===== src/sv/icr_pkg.sv =====
`timescale 1ns / 1ps
// ----------------------------------------------------------------------------
// icr_pkg: shared types and constants of the idle connection reaper
// Slot and count widths, event and result codes, the result struct that
// travels from the sequencer to the output register, and the link entry.
// ----------------------------------------------------------------------------
package icr_pkg;

	localparam int MAX_CONN    = 16;
	localparam int SLOT_W      = $clog2(MAX_CONN);
	localparam int CNT_W       = $clog2(MAX_CONN + 1);
	localparam int TIME_W      = 32;
	localparam int LIMIT_W     = 7;
	localparam int LIMIT_RESET = 10;
	localparam int MS_PER_S    = 1000;
	localparam int LIMIT_MS_W  = 17;

	typedef enum logic [1:0] {
		ACT_CONNECT    = 2'd0,
		ACT_DISCONNECT = 2'd1,
		ACT_MESSAGE    = 2'd2,
		ACT_TICK       = 2'd3
	} action_t;

	typedef enum logic [1:0] {
		KIND_DONE     = 2'd0,
		KIND_SHUTDOWN = 2'd1,
		KIND_ERROR    = 2'd2
	} kind_t;

	typedef struct packed {
		logic              valid;
		kind_t             kind;
		logic [SLOT_W-1:0] slot;
		logic              last;
	} result_t;

	typedef struct packed {
		logic [SLOT_W-1:0] nxt;
		logic [SLOT_W-1:0] prv;
	} link_t;

endpackage


===== src/sv/icr_out_reg.sv =====
`timescale 1ns / 1ps
// ----------------------------------------------------------------------------
// icr_out_reg: result output register
// Holds one result item toward the downstream side and tells the
// sequencer when it can take the next one.
// ----------------------------------------------------------------------------
module icr_out_reg (
	input  logic                         clk,
	input  logic                         arst_n,
	input  icr_pkg::result_t             res,
	output logic                         out_free,
	input  logic                         out_stall,
	output logic                         out_valid,
	output logic [1:0]                   kind,
	output logic [icr_pkg::SLOT_W-1:0]   out_slot,
	output logic                         last
);
	import icr_pkg::*;

	logic    valid_q;
	result_t data_q;

	// free when empty or the held item leaves this cycle
	assign out_free = !valid_q || !out_stall;

	// load a new item, or drop the held one once taken
	always_ff @(posedge clk or negedge arst_n) begin
		if (!arst_n) begin
			valid_q <= 1'b0;
		end else if (res.valid && out_free) begin
			valid_q <= 1'b1;
		end else if (!out_stall) begin
			valid_q <= 1'b0;
		end
	end

	always_ff @(posedge clk) begin
		if (res.valid && out_free) begin
			data_q <= res;
		end
	end

	assign out_valid = valid_q;
	assign kind      = data_q.kind;
	assign out_slot  = data_q.slot;
	assign last      = data_q.last;

endmodule


===== src/sv/icr_seq.sv =====
`timescale 1ns / 1ps
// ----------------------------------------------------------------------------
// icr_seq: list sequencer with link and time memories
// Keeps the least-recently-active list in a link memory (next and prev per
// slot) and a time memory, and steps connect, unlink, append and the tick
// walk through them one access per memory per cycle.
// ----------------------------------------------------------------------------
module icr_seq (
	input  logic                              clk,
	input  logic                              arst_n,
	input  logic                              in_valid,
	output logic                              in_stall,
	input  icr_pkg::action_t                  action,
	input  logic [icr_pkg::SLOT_W-1:0]        conn_slot,
	input  logic [icr_pkg::TIME_W-1:0]        now_ms,
	input  logic [icr_pkg::LIMIT_MS_W-1:0]    limit_ms,
	input  logic                              out_free,
	output icr_pkg::result_t                  res
);
	import icr_pkg::*;

	typedef enum logic [3:0] {
		S_IDLE,
		S_U_EVAL,
		S_U_PREV,
		S_A_START,
		S_A_NEXT,
		S_A_PREV,
		S_W_RD,
		S_W_EVAL,
		S_FIN
	} state_t;

	state_t              state_q;
	logic [MAX_CONN-1:0] valid_q;
	logic [MAX_CONN-1:0] closing_q;
	logic [SLOT_W-1:0]   head_q;
	logic [SLOT_W-1:0]   tail_q;
	logic [CNT_W-1:0]    count_q;
	logic [CNT_W-1:0]    visited_q;
	logic [SLOT_W-1:0]   cur_q;
	action_t             act_q;
	logic [SLOT_W-1:0]   slot_q;
	logic [TIME_W-1:0]   now_q;
	kind_t               kind_q;
	logic [SLOT_W-1:0]   p_q;
	logic [SLOT_W-1:0]   n_q;
	logic                was_tail_q;

	link_t               link_mem [MAX_CONN];
	logic [TIME_W-1:0]   time_mem [MAX_CONN];
	link_t               link_rdata_q;
	logic [TIME_W-1:0]   time_rdata_q;

	logic                lk_re;
	logic                lk_we_nxt;
	logic                lk_we_prv;
	logic [SLOT_W-1:0]   lk_addr;
	link_t               lk_wdata;
	logic                tm_re;
	logic                tm_we;
	logic [SLOT_W-1:0]   tm_addr;
	logic [TIME_W-1:0]   tm_wdata;

	logic [TIME_W-1:0]   age;
	logic                age_neg;
	logic                entry_idle;
	logic                shut_now;
	logic [CNT_W-1:0]    visited_inc;

	// age of the walked entry, taken as signed
	assign age         = now_q - time_rdata_q;
	assign age_neg     = age[TIME_W-1];
	assign entry_idle  = !age_neg && (age > TIME_W'(limit_ms));
	assign shut_now    = (state_q == S_W_EVAL) && entry_idle && !closing_q[cur_q];
	assign visited_inc = visited_q + CNT_W'(1);

	assign in_stall = (state_q != S_IDLE);

	// result toward the output register
	always_comb begin
		res.valid = (state_q == S_FIN) || shut_now;
		res.kind  = (state_q == S_FIN) ? kind_q : KIND_SHUTDOWN;
		res.slot  = (state_q == S_FIN) ? slot_q : cur_q;
		res.last  = (state_q == S_FIN);
	end

	// memory access for the current step
	always_comb begin
		lk_re     = 1'b0;
		lk_we_nxt = 1'b0;
		lk_we_prv = 1'b0;
		lk_addr   = cur_q;
		lk_wdata  = '0;
		tm_re     = 1'b0;
		tm_we     = 1'b0;
		tm_addr   = cur_q;
		tm_wdata  = now_q;
		case (state_q)
			S_IDLE: begin
				if (in_valid) begin
					case (action)
						ACT_CONNECT: begin
							tm_we    = !valid_q[conn_slot];
							tm_addr  = conn_slot;
							tm_wdata = now_ms;
						end
						ACT_DISCONNECT, ACT_MESSAGE: begin
							lk_re    = valid_q[conn_slot];
							lk_addr  = conn_slot;
							tm_we    = valid_q[conn_slot] && (action == ACT_MESSAGE);
							tm_addr  = conn_slot;
							tm_wdata = now_ms;
						end
						default: begin
						end
					endcase
				end
			end
			S_U_EVAL: begin
				lk_we_nxt    = (slot_q != head_q);
				lk_addr      = link_rdata_q.prv;
				lk_wdata.nxt = link_rdata_q.nxt;
			end
			S_U_PREV: begin
				lk_we_prv    = !was_tail_q;
				lk_addr      = n_q;
				lk_wdata.prv = p_q;
			end
			S_A_NEXT: begin
				lk_we_nxt    = 1'b1;
				lk_addr      = tail_q;
				lk_wdata.nxt = slot_q;
			end
			S_A_PREV: begin
				lk_we_prv    = 1'b1;
				lk_addr      = slot_q;
				lk_wdata.prv = tail_q;
			end
			S_W_RD: begin
				lk_re = 1'b1;
				tm_re = 1'b1;
			end
			S_W_EVAL: begin
				tm_we = age_neg;
			end
			default: begin
			end
		endcase
	end

	// link and time memories, registered read data
	always_ff @(posedge clk) begin
		if (lk_we_nxt) begin
			link_mem[lk_addr].nxt <= lk_wdata.nxt;
		end
		if (lk_we_prv) begin
			link_mem[lk_addr].prv <= lk_wdata.prv;
		end
		if (lk_re) begin
			link_rdata_q <= link_mem[lk_addr];
		end
		if (tm_we) begin
			time_mem[tm_addr] <= tm_wdata;
		end
		if (tm_re) begin
			time_rdata_q <= time_mem[tm_addr];
		end
	end

	// sequencer state, list registers and per-slot flags
	always_ff @(posedge clk or negedge arst_n) begin
		if (!arst_n) begin
			state_q   <= S_IDLE;
			valid_q   <= '0;
			closing_q <= '0;
			head_q    <= '0;
			tail_q    <= '0;
			count_q   <= '0;
		end else begin
			case (state_q)
				S_IDLE: begin
					if (in_valid) begin
						case (action)
							ACT_TICK: begin
								state_q <= (count_q == '0) ? S_FIN : S_W_RD;
							end
							ACT_CONNECT: begin
								if (valid_q[conn_slot]) begin
									state_q <= S_FIN;
								end else begin
									valid_q[conn_slot]   <= 1'b1;
									closing_q[conn_slot] <= 1'b0;
									state_q              <= S_A_START;
								end
							end
							default: begin
								state_q <= valid_q[conn_slot] ? S_U_EVAL : S_FIN;
							end
						endcase
					end
				end
				S_U_EVAL: begin
					if (count_q == CNT_W'(1)) begin
						head_q <= '0;
						tail_q <= '0;
					end else begin
						if (slot_q == head_q) begin
							head_q <= link_rdata_q.nxt;
						end
						if (slot_q == tail_q) begin
							tail_q <= link_rdata_q.prv;
						end
					end
					count_q <= count_q - CNT_W'(1);
					state_q <= S_U_PREV;
				end
				S_U_PREV: begin
					if (act_q == ACT_DISCONNECT) begin
						valid_q[slot_q]   <= 1'b0;
						closing_q[slot_q] <= 1'b0;
						state_q           <= S_FIN;
					end else begin
						state_q <= S_A_START;
					end
				end
				S_A_START: begin
					if (count_q == '0) begin
						head_q  <= slot_q;
						tail_q  <= slot_q;
						count_q <= CNT_W'(1);
						state_q <= S_FIN;
					end else begin
						state_q <= S_A_NEXT;
					end
				end
				S_A_NEXT: begin
					state_q <= S_A_PREV;
				end
				S_A_PREV: begin
					tail_q  <= slot_q;
					count_q <= count_q + CNT_W'(1);
					state_q <= S_FIN;
				end
				S_W_RD: begin
					state_q <= S_W_EVAL;
				end
				S_W_EVAL: begin
					// hold while a shutdown item waits for the output
					if (!(shut_now && !out_free)) begin
						if (entry_idle) begin
							closing_q[cur_q] <= 1'b1;
						end
						if (!entry_idle && !age_neg) begin
							state_q <= S_FIN;
						end else if (visited_inc == count_q) begin
							state_q <= S_FIN;
						end else begin
							state_q <= S_W_RD;
						end
					end
				end
				S_FIN: begin
					if (out_free) begin
						state_q <= S_IDLE;
					end
				end
				default: begin
					state_q <= S_IDLE;
				end
			endcase
		end
	end

	// item fields and walk position
	always_ff @(posedge clk) begin
		case (state_q)
			S_IDLE: begin
				if (in_valid) begin
					act_q     <= action;
					now_q     <= now_ms;
					cur_q     <= head_q;
					visited_q <= '0;
					slot_q    <= (action == ACT_TICK) ? '0 : conn_slot;
					if (action == ACT_TICK) begin
						kind_q <= KIND_DONE;
					end else if (action == ACT_CONNECT) begin
						kind_q <= valid_q[conn_slot] ? KIND_ERROR : KIND_DONE;
					end else begin
						kind_q <= valid_q[conn_slot] ? KIND_DONE : KIND_ERROR;
					end
				end
			end
			S_U_EVAL: begin
				p_q        <= link_rdata_q.prv;
				n_q        <= link_rdata_q.nxt;
				was_tail_q <= (slot_q == tail_q);
			end
			S_W_EVAL: begin
				if (!(shut_now && !out_free)) begin
					cur_q     <= link_rdata_q.nxt;
					visited_q <= visited_inc;
				end
			end
			default: begin
			end
		endcase
	end

endmodule


===== src/sv/idle_connection_reaper_unit.sv =====
`timescale 1ns / 1ps
// ----------------------------------------------------------------------------
// idle_connection_reaper_unit: idle connection reaper, top level
// Tracks connection slots in least-recently-active order and shuts down
// those idle beyond a programmable limit on each timer tick.
//
//   channel  signals                               direction
//   in       in_valid/in_stall, action,            input item
//            conn_slot, now_ms
//   out      out_valid/out_stall, kind,            result item
//            out_slot, last
//   cfg      cfg_we, cfg_wdata (idle limit, s)     register write
//
// One item at a time. After accept an error goes straight to the finish
// state; a disconnect unlinks (evaluate, then prev fix); a connect appends
// (start, next, prev), or only starts into an empty list; a message unlinks
// and then appends; a tick reads then evaluates each visited entry in the
// link and time memories. No clearing pass after reset: the list starts empty.
// A stalled output holds the walk; the input stalls until the last result
// of the current item has been loaded.
// ----------------------------------------------------------------------------
module idle_connection_reaper_unit (
	input  logic                               clk,
	input  logic                               arst_n,
	input  logic                               in_valid,
	output logic                               in_stall,
	input  logic [1:0]                         action,
	input  logic [icr_pkg::SLOT_W-1:0]         conn_slot,
	input  logic [icr_pkg::TIME_W-1:0]         now_ms,
	output logic                               out_valid,
	input  logic                               out_stall,
	output logic [1:0]                         kind,
	output logic [icr_pkg::SLOT_W-1:0]         out_slot,
	output logic                               last,
	input  logic                               cfg_we,
	input  logic [icr_pkg::LIMIT_W-1:0]        cfg_wdata
);
	import icr_pkg::*;

	logic [LIMIT_MS_W-1:0] limit_ms_q;
	result_t               res;
	logic                  out_free;

	// idle limit, kept in milliseconds
	always_ff @(posedge clk or negedge arst_n) begin
		if (!arst_n) begin
			limit_ms_q <= LIMIT_MS_W'(LIMIT_RESET * MS_PER_S);
		end else if (cfg_we) begin
			limit_ms_q <= LIMIT_MS_W'(cfg_wdata) * LIMIT_MS_W'(MS_PER_S);
		end
	end

	icr_seq u_seq (
		.clk       (clk),
		.arst_n    (arst_n),
		.in_valid  (in_valid),
		.in_stall  (in_stall),
		.action    (action_t'(action)),
		.conn_slot (conn_slot),
		.now_ms    (now_ms),
		.limit_ms  (limit_ms_q),
		.out_free  (out_free),
		.res       (res)
	);

	icr_out_reg u_out_reg (
		.clk       (clk),
		.arst_n    (arst_n),
		.res       (res),
		.out_free  (out_free),
		.out_stall (out_stall),
		.out_valid (out_valid),
		.kind      (kind),
		.out_slot  (out_slot),
		.last      (last)
	);

	// every accepted item keeps the input closed until it finishes
	a_busy_after_accept: assert property (@(posedge clk) disable iff (!arst_n)
		(in_valid && !in_stall) |=> in_stall)
		else $error("input open right after an accepted item");

	// results are only produced while an item is in work
	a_no_result_when_open: assert property (@(posedge clk) disable iff (!arst_n)
		!in_stall |-> !res.valid)
		else $error("result produced with no item in work");

	// a shutdown is never the final result of an item
	a_shutdown_not_last: assert property (@(posedge clk) disable iff (!arst_n)
		out_valid |-> !((kind == KIND_SHUTDOWN) && last))
		else $error("shutdown item marked last");

endmodule


===== config.mk =====
export PLATFORM = sky130hd
export DESIGN_NAME = idle_connection_reaper_unit
export DESIGN_NICKNAME = d
export VERILOG_FILES = /design/src/sv/icr_pkg.sv /design/src/sv/icr_out_reg.sv /design/src/sv/icr_seq.sv /design/src/sv/idle_connection_reaper_unit.sv
export SDC_FILE = /design/constraint.sdc
export NUM_CORES = 1
export LEC_CHECK = 0
export ABC_AREA = 1
export BUFFER_PORTS_ARGS = -buffer_cell sky130_fd_sc_hd__buf_4
export CAP_MARGIN = 40
export CELL_PAD_IN_SITES_DETAIL_PLACEMENT = 1
export CELL_PAD_IN_SITES_GLOBAL_PLACEMENT = 1
export CORE_MARGIN = 2
export CORE_UTILIZATION = 37
export CTS_CLUSTER_SIZE = 16
export DETAILED_ROUTE_END_ITERATION = 7
export PLACE_DENSITY = 0.66
export SLEW_MARGIN = 20
export SYNTH_ARGS = -nofsm -noshare
export SYNTH_HDL_FRONTEND = slang
export SYNTH_SLANG_ARGS = --single-unit

===== constraint.sdc =====
create_clock -name clk -period 11.5 [get_ports clk]
set_input_delay 1.15 -clock clk [delete_from_list [all_inputs] [get_ports clk]]
set_output_delay 1.15 -clock clk [all_outputs]
set_load 0.1 [all_outputs]

* After elaboration in Yosys (flattened, before gate mapping)
Memories as Yosys holds them, arrays and structs flattened. A register that Yosys moved wholly into a read port is not among the register bits. Index checks and enable logic that the tools add are counted.
Storage, ports and cells: memories 2, bits of input ports 50, flip-flop bits (word level) 129, memory bits (writable) 640, output and inout port bits 9
Cells by class: muxes and demuxes 81, bitwise operators 7, add/sub/neg operators 4, reduce and logical (&&, ||, !) cells 39, magnitude comparators 7, $mul 1, equal/unequal tests 28
Memory list:
- u_seq.time_mem | depth 16, width 32, read ports 1, clocked after Yosys merged registers in 1, wr ports 1, line icr_seq.sv:51 | logic [TIME_W-1:0] time_mem [MAX_CONN];
- u_seq.link_mem | depth 16, width 8, read ports 1, clocked after Yosys merged registers in 1, wr ports 1, line icr_seq.sv:50 | link_t link_mem [MAX_CONN];
Operator list (count):
- two-way mux 16 bit | 10
- two-way mux 32 bit | 3
- two-way mux 4 bit | 23
- bitwise AND 16 bit | 3
- one-hot mux 16 bit (3 select lines) | 1
- one-hot mux 4 bit (2 select lines) | 5
- one-hot mux 4 bit (9 select lines) | 1
- greater-than comparator 32 x 17 -> 1 bit | 1
- NOT 16 bit | 2
- OR 16 bit | 2
- one-hot mux 16 bit (2 select lines) | 1
- subtractor 32 bit | 1
- one-hot mux 4 bit (5 select lines) | 1
- two-way mux 1 bit | 17
- == test 4 x 3 -> 1 bit (second input constant) | 4
- less-than comparator 4 x 5 -> 1 bit (second input constant) | 3
- two-way mux 5 bit | 3
- one-hot mux 5 bit (3 select lines) | 1
- multiplier 7 x 7 -> 14 bit (second input constant) | 1
- demux 1 bit (select 4 bit) | 3
- >= comparator 4 x 1 -> 1 bit (second input constant) | 3
- one-hot mux 4 bit (3 select lines) | 1
- AND reduction 3 bit | 4
- adder 5 x 1 -> 5 bit (second input constant) | 2
- other kinds (31) | 71

* Longest topological paths before layout
Gate-level depths: netlist of the first run.
depth after elaboration 10, gate-level depth with buffers 30

* Hierarchy
A second synthesis of the first run with hierarchy kept.
Second synthesis, totals: cells, all modules 3176, area total of the unflattened synthesis 36540.0 µm²
By module, submodules not included:
- icr_seq | instances 1, cells an instance 2933, area each 34420.5 µm²
- idle_connection_reaper_unit | instances 1, cells an instance 231, area each 1868.0 µm²
- icr_out_reg | instances 1, cells an instance 12, area each 251.5 µm²

* Worst setup path before layout of the first run
OpenSTA, ideal clock, no wires.
kind input-to-reg, start input port in_valid, end memory u_seq.time_mem[10][0] (enable), arrival 4593 ps, slack 6486 ps, path buffers 4, cell stages on the path 14, setup time 421 ps, path through inv_1 nor2_4 inv_2 nor2_4 buf_6 nand2_1 o21ai_2 inv_2 nor2_1 buf_2 buf_2 buf_2 nand2_1 nor2_1
Between the ends: longest elaborated chain between the ends 4, elaborated cells on any way between the ends 6
RTL lines:
- start, declared | line idle_connection_reaper_unit.sv:25 | input logic in_valid,
- two-way mux 1 bit | line icr_seq.sv:101 | if (in_valid) begin
- one-hot mux 1 bit (2 select lines) | line icr_seq.sv:99 | case (state_q)
- two-way mux 1 bit | line icr_seq.sv:163 | if (tm_we) begin
- two-way mux 1 bit (implied by the code) | line icr_seq.sv:164 | time_mem[tm_addr] <= tm_wdata;
- end, declared | line icr_seq.sv:51
Several ways; a longest one is shown, not always the timed one.

* Worst setup path in the final report of the first run
start register u_seq.time_rdata_q[22] (read register of u_seq.time_mem), end memory u_seq.time_mem[3][24] (enable)
Between the ends: longest elaborated chain between the ends 4
RTL lines:
- start, declared | line icr_seq.sv:53 | logic [TIME_W-1:0] time_rdata_q;
- subtractor 32 bit | line icr_seq.sv:72 | assign age = now_q - time_rdata_q;
- one-hot mux 1 bit (2 select lines) | line icr_seq.sv:99
- two-way mux 1 bit | line icr_seq.sv:163
- two-way mux 1 bit (implied by the code) | line icr_seq.sv:164
No other way between the ends.

==> run metrics, run 1 <==
outcome=completed; area of the multi-input gates=between 0.01 and 0.015 sq mm; Area Growth Syn to Fin=14.68%; Avg Cell Area, Syn=approximately 12 sq um; Reg clk slew, reported paths=~0.060 ns; crit path capture type=flip-flop; Leak=15.10 nW; worst min-delay path class=in -> async; Die H=roughly 310 um; Max Clock Freq=just over 200 MHz; worst reg2reg path startpoint=u_seq.time_rdata_q[22]; MaxCap Viol Count=0; Internal=around 0.0065 W; 1st-pass router iterations=5; Iter 0 DRT Violations=between 2000 and 2500; final setup TNS=0 ns; # fillers=around 10000; CTS tree=built; core area=just under 0.1 sq mm; synth unique cells=53; Clock Skews=between 0.04 and 0.05 ns; Initial Utilization=0.3713; row count=around 110; most used cell, CP=nand2_1; first-pass GRT wire length=approximately 160 mm; number of setup buffers added after CTS=0; DP Wirelength=between 70 and 80 mm; H-tree levels=3; Post-synth ARST share=0.07921; largest net degree at the start of global routing=between 60 and 70; chip width=314.8 um; WP data required=11.82 ns; Tightest Pin Transition=0.8437 ns; Top delay family on crit path=simple AND/OR/NAND/NOR gates; share of the yosys chip area belonging to registers=0.6700; total grt overflow=0; net count after synthesis=approximately 3100; # DRC=0; crit path cell chain=inv_1 > ha_1 > a21oi_1 > nand2_1 > a21oi_1 > inv_1 > a21oi_1 > nand2_1 > nand2_1 > nand2_1 > o21ai_1 > nand2_1 > nor2_4 > buf_4; Switching Share=0.3862; combinational share of power=0.366; clock network power share=0.266; port buffer count=58; initial antenna violation count=7; Final Cycle Share=0.4247; DR vias=~24000; Startpoint Class=flip-flop; worst skew pair latency=a little under 0.7 ns; Tot GR Track Use=0.2135; clk buf depth=3; Post-synth EDFFs=around 740; IO Count=between 50 and 60; maximum VDD drop=0.1831 mV; final setup violation count=0; WP data arrival=~5.2 ns; Layout Cells excl Fill=4400; clk sinks=808; share of cells above drive strength 1=0.09734; Inserted Clock Buffers=88; synthesized instance count=just under 3000; Final Max Tran Viols=0; # resized after CTS=0; post-detailed-route count of antenna-violating nets=0; Final Hold Vio Count=0; WL per Instance=approximately 24 um; Synth warnings=0; CP bufs+invs=3; Final GP Congestion=between 0.9 and 1; relative slew slack=0.4338; PwrDens=258.3 mW/mm^2; Worst path max stage delay=a little over 0.7 ns; total die area=just under 0.1 sq mm; Critical Path Slowest Stage Cell=nor2_4; # hold bufs at CTS=0; unrepaired setup endpoints after global routing=no; share of power burned in registers=0.369; placed cells=4238; final core occ=0.4258; root buffer cell=clkbuf_16; nets=approximately 3200; CP max FO=18; number of global-route vias before repair=25575; vias per inst=around 5.5; launch point of the worst path=u_seq.time_rdata_q[22]; Psw=roughly 0.0041 W; ys flop type=edfxtp_1; Crit Path Class=reg -> reg; synthesized flop and latch total=around 810; post-layout minimum cycle time=between 4 and 5 ns; routed wire length=106.0 mm; synthesized cell area=0.03575 sq mm; FF+latch area=about 0.024 sq mm
## final timing paths
path / end / slack (ns) / cells after the start
min: limit_ms_q[16] / 0.35 / 1
max: u_seq.time_mem[3][24] / 6.62 / 14
max in group asynchronous: u_seq.count_q[3] / 10.58 / 2
min reg2reg: u_seq.n_q[1] / 0.46 / 0
min in group clk: u_seq.n_q[1] / 0.46 / 0
max reg2reg: u_seq.time_mem[3][24] / 6.62 / 14
## synthesized netlist by cell type (50+ instances only)
master	n	area, sq um
dfrtp_1	59	1476
nor2_1	136	510.5
o21ai_0	106	530.5
clkbuf_1	55	206.5
ha_1	91	1139
a22oi_1	322	2417
edfxtp_1	744	22340
nand3_1	78	390.4
inv_1	270	1013
a21oi_1	178	890.9
nand2_1	550	2064
nor3_1	50	250.2
## power by group through the flow
stage | clock network, W | logic [W] | registers, W
floorplan | 0 | 0.00246 | 0.00392
global placement | 0 | 0.00365 | 0.00395
detailed placement | 0 | 0.00386 | 0.00396
CTS | 0.00287 | 0.00388 | 0.00390
global route | 0.00298 | 0.00426 | 0.00392
finish | 0.00281 | 0.00387 | 0.00390
## routing by layer
layer	track usage	share of wire	vias up
met1	0.2876	0.43	12241
met3	0.03256	0.056	172
met5	0	0.00065	-
met4	0.06797	0.027	12
met2	0.3547	0.48	703
li1	-	-	10957
## kinds of logic after synthesis
logic type | after synthesis | synth area share
AND/OR/NAND/NOR | 933 | 0.1116
multiplexers | 4 | 0.001260
adder cells (fa/ha/maj) | 110 | 0.04249
flip-flops | 808 | 0.6700
buffers and inverters | 398 | 0.04442
AO/OA/AOI/OAI | 674 | 0.1215
XOR/XNOR | 36 | 0.008820
## flip-flops by register name, indices dropped and copies added, names as in the netlist, 5 cells and up
signal              count
u_seq.closing_q        16
u_seq.valid_q          16
u_seq.count_q           5
u_seq.link_mem        128
u_seq.visited_q         5
u_seq.link_rdata_q      8
limit_ms_q             14
u_seq.now_q            32
u_seq.time_mem        512
u_seq.time_rdata_q     32
## cell type report
| cell class | instances | area share |
|---|---|---|
| well taps | 1276 | 0.03895 |
| repair buffers | 118 | 0.02750 |
| diodes | 1 | 0.00006104 |
| flip-flops and latches | 808 | 0.5842 |
| inverters | 282 | 0.02582 |
| clock buffers | 102 | 0.05549 |
| clock inverters | 56 | 0.01483 |
| multi-input cells | 1757 | 0.2531 |
## cells in the final DEF (no fill, tap or decap), types with 5 or more instances in the layout
cell type / n
or2_0: 32
o21ai_0: 105
dfstp_2: 5
nor2_2: 5
edfxtp_1: 744
clkinvlp_4: 6
fa_1: 19
a31oi_1: 12
nor2_4: 24
a21oi_1: 178
clkinv_2: 17
a22o_1: 5
nor3_1: 50
a22oi_1: 322
buf_16: 7
nand3_1: 78
dfrtp_1: 59
clkinv_1: 16
nor2_1: 111
clkbuf_1: 12
nand4_1: 38
buf_4: 100
inv_1: 270
clkbuf_16: 88
o22ai_1: 18
buf_12: 6
nand2_1: 550
bufinv_16: 8
ha_1: 91
xor2_1: 19
xnor2_1: 17
or3_1: 32
inv_2: 11
## metrics by stage
step | hold slack (ns) | power (W) | instance area, sq um | worst slack (ns)
floorplan | 0.4264 | 0.006389 | 35750 | 6.486
global placement | 0.4493 | 0.007596 | 37730 | 6.277
detailed placement | 0.4527 | 0.007819 | 38070 | 6.006
CTS | 0.3203 | 0.01065 | 40950 | 6.262
global route | 0.3426 | 0.01116 | 40990 | 6.140
finish | 0.3525 | 0.01059 | 40990 | 6.615
Note: power is estimated with default switching activity, not from simulation.
==> run 2: changes to the inputs <==
- PLACE_DENSITY: 0.66 -> 0.68
- clock period: 11.5 -> 4 ns (I/O delays scaled with it)
==> run metrics, run 2 (synthesis results as in run 1) <==
outcome=completed (unchanged); core area=0.09628 sq mm (unchanged); Tightest Pin Transition=0.7621 ns (was 0.8437 ns); chip width=314.8 um (unchanged); Reg clk slew, reported paths=0.06 ns (about the same); largest register by flop count=u_seq.time_mem (unchanged); Clock Skews=0.03062 ns (was 0.04630 ns); Initial Utilization=0.3713 (unchanged); CP max FO=5 (was 18); Final Max Tran Viols=0 (unchanged); final core occ=0.4391 (was 0.4258); DP Wirelength=66.26 mm (was 70.92 mm); clk sinks=808 (unchanged); worst reg2reg path startpoint=u_seq.now_q[11] (was u_seq.time_rdata_q[22]); row count=114 (unchanged); Placed Area=0.03877 sq mm (was 0.03807 sq mm); vias per inst=5.423 (was 5.474); flop-to-flop setup slack=0.28 ns (was 6.62 ns); Final Cycle Share=0.9306 (was 0.4247); Crit Path Class=reg -> reg (unchanged); total die area=0.09911 sq mm (unchanged); Top Registers=u_seq.time_mem (512), u_seq.link_mem (128) (unchanged); Max Clock Freq=268.7 MHz (was 204.7 MHz); Worst Reg2Reg Path Length in Cells=26 (was 14); max reg flops=512 (unchanged); relative slew slack=0.4880 (was 0.4338); maximum VDD drop=0.6466 mV (was 0.1831 mV); Hold Path Depth=2; final setup violation count=0 (unchanged); WP data arrival=4.09 ns (was 5.20 ns); Die H=314.8 um (unchanged); routed wire length=105.2 mm (was 106.0 mm); Iter 0 DRT Violations=2021 (was 2072); DR vias=24512 (was 24085); CTS tree=built (unchanged); Area Growth Syn to Fin=18.27% (was 14.68%); Tot GR Track Use=0.2118 (was 0.2135); Psw=0.01185 W (was 0.004089 W); # DRC=0 (unchanged); Setup WS pre-CTS=-0.3547 ns (was 6.006 ns); most common cell after layout, fill and taps aside=edfxtp_1 (unchanged); Internal=0.01892 W (was 0.006499 W); worst min-delay path class=in -> reg (was in -> async); combinational share of power=0.384 (was 0.366); final worst slack=0.2777 ns (was 6.615 ns); port buffer count=58 (unchanged); Final Hold Vio Count=0 (unchanged); Final GP Congestion=0.8444 (was 0.9032); nets=3332 (was 3215); largest net degree at the start of global routing=83 (was 62); H-tree levels=3 (unchanged); worst skew pair latency=0.67 ns (was 0.69 ns); Switching Share=0.3852 (was 0.3862); WL per Instance=23.28 um (was 24.10 um); share of cells above drive strength 1=0.1308 (was 0.09734); share of power burned in registers=0.364 (was 0.369); MaxCap Viol Count=0 (unchanged); clk buf depth=3 (unchanged); worst hold path endpoint=limit_ms_q[8]; initial antenna violation count=8 (was 7); IO Count=59 (unchanged); first-pass GRT wire length=159.8 mm (was 161.0 mm); Leak=15.63 nW (was 15.10 nW); clock network power share=0.252 (was 0.266); post-layout minimum cycle time=3.722 ns (was 4.885 ns); total grt overflow=0 (unchanged); placed cells=4310 (was 4238); post-route cell area=0.04228 sq mm (was 0.04099 sq mm); root buffer cell=clkbuf_16 (unchanged); number of global-route vias before repair=26081 (was 25575); post-detailed-route count of antenna-violating nets=0 (unchanged); Hold Path Origin=cfg_we; Startpoint Class=flip-flop (unchanged); Inserted Clock Buffers=86 (was 88); WP data required=4.37 ns (was 11.82 ns); crit path capture type=flip-flop (unchanged); 1st-pass router iterations=5 (unchanged); most frequent cells in the layout=744 x edfxtp_1, 539 x nand2_1, 322 x a22oi_1 (was 744 x edfxtp_1, 550 x nand2_1, 322 x a22oi_1); PwrDens=727.8 mW/mm^2 (was 258.3 mW/mm^2); FF-to-FF End=u_seq.visited_q[2] (was u_seq.time_mem[3][24]); Layout Cells excl Fill=4520 (was 4400)
run 2: power by group through the flow:
stage	clock network (W)	logic, W	registers (W)
CTS	0.00789	0.0117	0.0112
finish	0.00776	0.0118	0.0112
detailed placement	0	0.0116	0.0113
global route	0.00821	0.0130	0.0112
global placement	0	0.0113	0.0113
floorplan	0	0.00715	0.0113
run 2: what timing repair did:
item | in CTS | in global routing
hold endpoints to repair | 57 | 0
endpoints found under the setup margin | 32 | 37
hold buffers | 36 | 0
pin swaps | 0 | 19
setup buffers | 2 | 13
gates resized for setup | 5 | 60
gates cloned | 0 | 0
run 2: layout make-up:
type | instances | area [sq um]
fill | 10052 | 54000
multi-input combinational | 1757 | 10700
clock inverter | 47 | 415.4
tap | 1276 | 1597
inverter | 282 | 1059
sequential | 808 | 23950
clock buffer | 111 | 2297
antenna | 2 | 5.005
timing repair buffer | 237 | 2255
run 2: metrics by stage:
step	hold WS [ns]	TNS [ns]	total power, W
2_1_floorplan	0.1044	-96.51	0.01843
3_3_place_gp	0.4339	-1.209	0.02259
3_5_place_dp	0.3695	-4.638	0.02290
4_1_cts	0.01831	0	0.03075
5_1_grt	0.05492	-0.1929	0.03248
6_report	0.05218	0	0.03077
run 2: how the worst max path moves through the flow:
stage,from,to,slack (ns),depth (start not counted)
2_1_floorplan,u_seq.state_q[0],u_seq.time_mem[11][0],-0.52,14
3_3_place_gp,cfg_wdata[0],limit_ms_q[16],-0.40,21
3_5_place_dp,cfg_wdata[0],limit_ms_q[16],-0.35,21
4_1_cts,u_seq.time_rdata_q[0],u_seq.visited_q[3],0.002,27
5_1_grt,u_seq.time_rdata_q[0],u_seq.visited_q[2],-0.03,27
6_report,u_seq.now_q[11],u_seq.visited_q[2],0.28,26
run 2: worst max-delay path, cell delays in order, from the launching register on:
cell and delay, ns:
edfxtp_1 0.50, ha_4 0.32, nand2_2 0.11, inv_1 0.05, nand2_1 0.07, nand2_2 0.05
inv_1 0.05, nand2_1 0.06, a31oi_1 0.19, xnor2_1 0.18, ha_1 0.28, nand2_1 0.08
nand2_1 0.05, nand2_1 0.06, nand2_1 0.06, a21oi_2 0.09, nand2_1 0.08, a21oi_1 0.14
nand3_1 0.08, nand2_1 0.07, nand3_1 0.08, nor2_1 0.13, nand2_2 0.09, nand4_1 0.15
o211ai_1 0.11, inv_1 0.14, buf_6 0.14
run 2: layer usage:
metal	share of wire	vias to the layer above	global-route usage
met5	0.00076	-	0
met4	0.026	12	0.06494
met3	0.057	173	0.03269
met2	0.48	700	0.3486
met1	0.44	12435	0.2889
li1	-	11192	-
==> run 3: changes to the inputs <==
- ABC_AREA: 1 -> default
- PLACE_DENSITY: 0.68 -> 0.67
==> run metrics, run 3 <==
Layout Cells excl Fill=4022 (was 4520); IO Count=59 (unchanged); share of the yosys chip area belonging to registers=0.6631 (was 0.6700); Crit Path Class=reg -> reg (unchanged); H-tree levels=3 (unchanged); port buffer count=58 (unchanged); root buffer cell=clkbuf_16 (unchanged); post-layout minimum cycle time=4.641 ns (was 3.722 ns); number of global-route vias before repair=23919 (was 26081); Startpoint Class=flip-flop (unchanged); Placed Area=0.03997 sq mm (was 0.03877 sq mm); relative slew slack=0.3662 (was 0.4880); clk buf depth=3 (unchanged); most frequent cell after synthesis=edfxtp_1 (unchanged); Critical Path Slowest Stage Cell=or4_1 (was edfxtp_1); Iter 0 DRT Violations=2019 (was 2021); share of cells above drive strength 1=0.2554 (was 0.1308); worst min-delay path class=in -> reg (unchanged); area of the multi-input gates=0.01197 sq mm (was 0.01070 sq mm); Initial Utilization=0.3735 (was 0.3713); Avg Cell Area, Syn=15.10 sq um (was 12.06 sq um); ys flop type=edfxtp_1 (unchanged); synthesized cell area=0.03612 sq mm (was 0.03575 sq mm); synthesized flop and latch total=808 (unchanged); post-route cell area=0.04368 sq mm (was 0.04228 sq mm); Tightest Pin Transition=0.9507 ns (was 0.7621 ns); final worst slack=-0.6407 ns (was 0.2777 ns); # fillers=9578 (was 10052); Final Max Tran Viols=0 (unchanged); Synth top area share=0.6186 (was 0.6250); worst skew pair latency=0.64 ns (was 0.67 ns); unrepaired setup endpoints after global routing=yes; synthesized instance count=2391 (was 2963); Tot GR Track Use=0.1942 (was 0.2118); total grt overflow=0 (unchanged); Final Cycle Share=1.160 (was 0.9306); Post-synth top cells=744 x edfxtp_1, 301 x nand2_1, 138 x mux4_2 (was 744 x edfxtp_1, 550 x nand2_1, 322 x a22oi_1); outcome=finished, violations left (was completed); Area Growth Syn to Fin=20.94% (was 18.27%); Max Clock Freq=215.5 MHz (was 268.7 MHz); largest register by flop count=u_seq.time_mem (unchanged); # DRC=0 (unchanged); largest net degree at the start of global routing=65 (was 83); clk sinks=808 (unchanged); Final GP Congestion=0.8415 (was 0.8444); max reg flops=512 (unchanged); Hold WS=0.07190 ns (was 0.05218 ns); Yosys top cell by area=edfxtp_1 (unchanged); nets=2839 (was 3332); WL per Instance=24.35 um (was 23.28 um); Inserted Clock Buffers=84 (was 86); final setup violation count=37 (was 0); placed cells=3801 (was 4310); maximum VDD drop=0.4184 mV (was 0.6466 mV); net count after synthesis=2551 (was 3123); row count=114 (unchanged); Top Registers=u_seq.time_mem (512), u_seq.link_mem (128) (unchanged); Final Hold Vio Count=0 (unchanged); DR vias=22247 (was 24512); Area contributors post-synth=edfxtp_1 62%, mux4_2 8.6%, dfrtp_1 4.1% (was edfxtp_1 62%, a22oi_1 6.8%, nand2_1 5.8%); FF+latch area=0.02395 sq mm (unchanged); CTS tree=built (unchanged); Post-synth EDFFs=744 (unchanged); PwrDens=684.2 mW/mm^2 (was 727.8 mW/mm^2); crit path cell chain=inv_1 > ha_2 > fa_2 > nor2b_4 > o2111ai_2 > buf_4 > a21oi_2 > or3_4 > xor2_2 > ha_1 > and3_1 > nand4_1 > a31oi_1 > or4_1 > a21oi_2 > o2111ai_2 > a2111oi_4 > and4b_4 > buf_4 > a41oi_4 > nand2_4 > buf_4 > o21ai_0; final core occ=0.4517 (was 0.4391); crit path capture type=flip-flop (unchanged); first-pass GRT wire length=148.1 mm (was 159.8 mm); Leak=15.30 nW (was 15.63 nW); CP bufs+invs=4 (unchanged); Clock Skews=0.02006 ns (was 0.03062 ns); most common cell after layout, fill and taps aside=edfxtp_1 (unchanged); violated checks=setup timing; Synth warnings=0 (unchanged); post-detailed-route count of antenna-violating nets=0 (unchanged); WP data required=4.52 ns (was 4.37 ns); initial antenna violation count=4 (was 8); total die area=0.1001 sq mm (was 0.09911 sq mm); Reg clk slew, reported paths=0.06 ns (about the same); Die H=316.4 um (was 314.8 um); CP max FO=5 (unchanged); vias per inst=5.531 (was 5.423); WP data arrival=5.16 ns (was 4.09 ns); most used cell, CP=buf_4 (was nand2_1); most frequent cells in the layout=744 x edfxtp_1, 296 x nand2_1, 235 x buf_4 (was 744 x edfxtp_1, 539 x nand2_1, 322 x a22oi_1); Top delay family on crit path=simple AND/OR/NAND/NOR gates (unchanged); routed wire length=97.93 mm (was 105.2 mm); Post-synth ARST share=0.07921 (unchanged); Worst path max stage delay=0.49 ns (was 0.50 ns); MaxCap Viol Count=0 (unchanged); core area=0.09671 sq mm (was 0.09628 sq mm); synth unique cells=86 (was 53); Total Power=0.02988 W (was 0.03077 W); chip width=316.4 um (was 314.8 um); DP Wirelength=65.55 mm (was 66.26 mm); 1st-pass router iterations=5 (unchanged)
run 3: cell types whose count changed in the layout (fill, tap and decap cells not counted), sizes merged, moves of 43 or more:
cell	before	now
a211oi	0	44
a21oi	179	94
a22oi	322	11
a31oi	12	57
and3	0	46
buf	201	287
inv	285	89
mux4	0	138
nand2	551	303
nand3	78	35
nor2	140	81
run 3: cells by family after synthesis:
kind of cell / share of synthesized area
flip-flops: 0.6631
AND/OR/NAND/NOR: 0.07687
AO/OA/AOI/OAI: 0.08010
buffers and inverters: 0.02508
multiplexers: 0.09991
adder cells (fa/ha/maj): 0.04206
XOR/XNOR: 0.01285
run 3: power breakdown:
group / total [W] / leakage [nW] / switching [W] / internal [W]
sequential: 0.0111 / 7.52 / 0.000462 / 0.0106
clock: 0.00743 / 1.27 / 0.00324 / 0.00419
combinational: 0.0113 / 6.52 / 0.00682 / 0.00453
total: 0.0299 / 15.3 / 0.0105 / 0.0194
run 3: timing repair:
item                       CTS  global route
pin swaps                    9            13
gates resized for setup     26            31
gates cloned                 2             7
hold buffers                35             0
setup endpoints to repair  164           288
buffers inserted            16             8
hold endpoints to repair    93             0
run 3: metal layers:
layer	GRT usage	routed length, um
met1	0.2613	42080
met3	0.02675	4755
met2	0.3336	49140
met4	0.04653	1917
met5	0	26
run 3: cell type report:
| type | instances | share of cell area |
|---|---|---|
| Sequential cell | 808 | 0.5483 |
| Multi-Input combinational cell | 1371 | 0.2741 |
| Timing Repair Buffer | 328 | 0.07388 |
| Clock buffer | 101 | 0.05127 |
| Tap cell | 1276 | 0.03655 |
| Clock inverter | 51 | 0.008450 |
| Inverter | 86 | 0.007390 |
| Antenna cell | 1 | 0.00005729 |
run 3: worst paths after layout:
path,cells after the start,endpoint,startpoint,slack [ns]
max in group asynchronous,3,limit_ms_q[13],arst_n,3.21
setup reg to reg,23,u_seq.closing_q[10],u_seq.now_q[0],-0.64
hold reg to reg,0,u_seq.p_q[0],u_seq.link_rdata_q[0],0.50
hold / removal,3,u_out_reg.out_valid,out_stall,0.07
min in group asynchronous,2,u_seq.tail_q[0],arst_n,0.16
setup / recovery,23,u_seq.closing_q[10],u_seq.now_q[0],-0.64
run 3: stage by stage:
stage | setup TNS (ns) | setup slack (ns)
after global routing | -33.44 | -0.9265
after CTS | -21.91 | -0.6553
final | -21.57 | -0.6407
after floorplan | -39.08 | -0.2249
after global placement | -19.25 | -0.5717
after detailed placement | -26.82 | -0.8036
run 3: tightest hold or removal path: stages:
cell,delay [ns]
buf_4,0.12
nand2_1,0.09
nand2_1,0.07
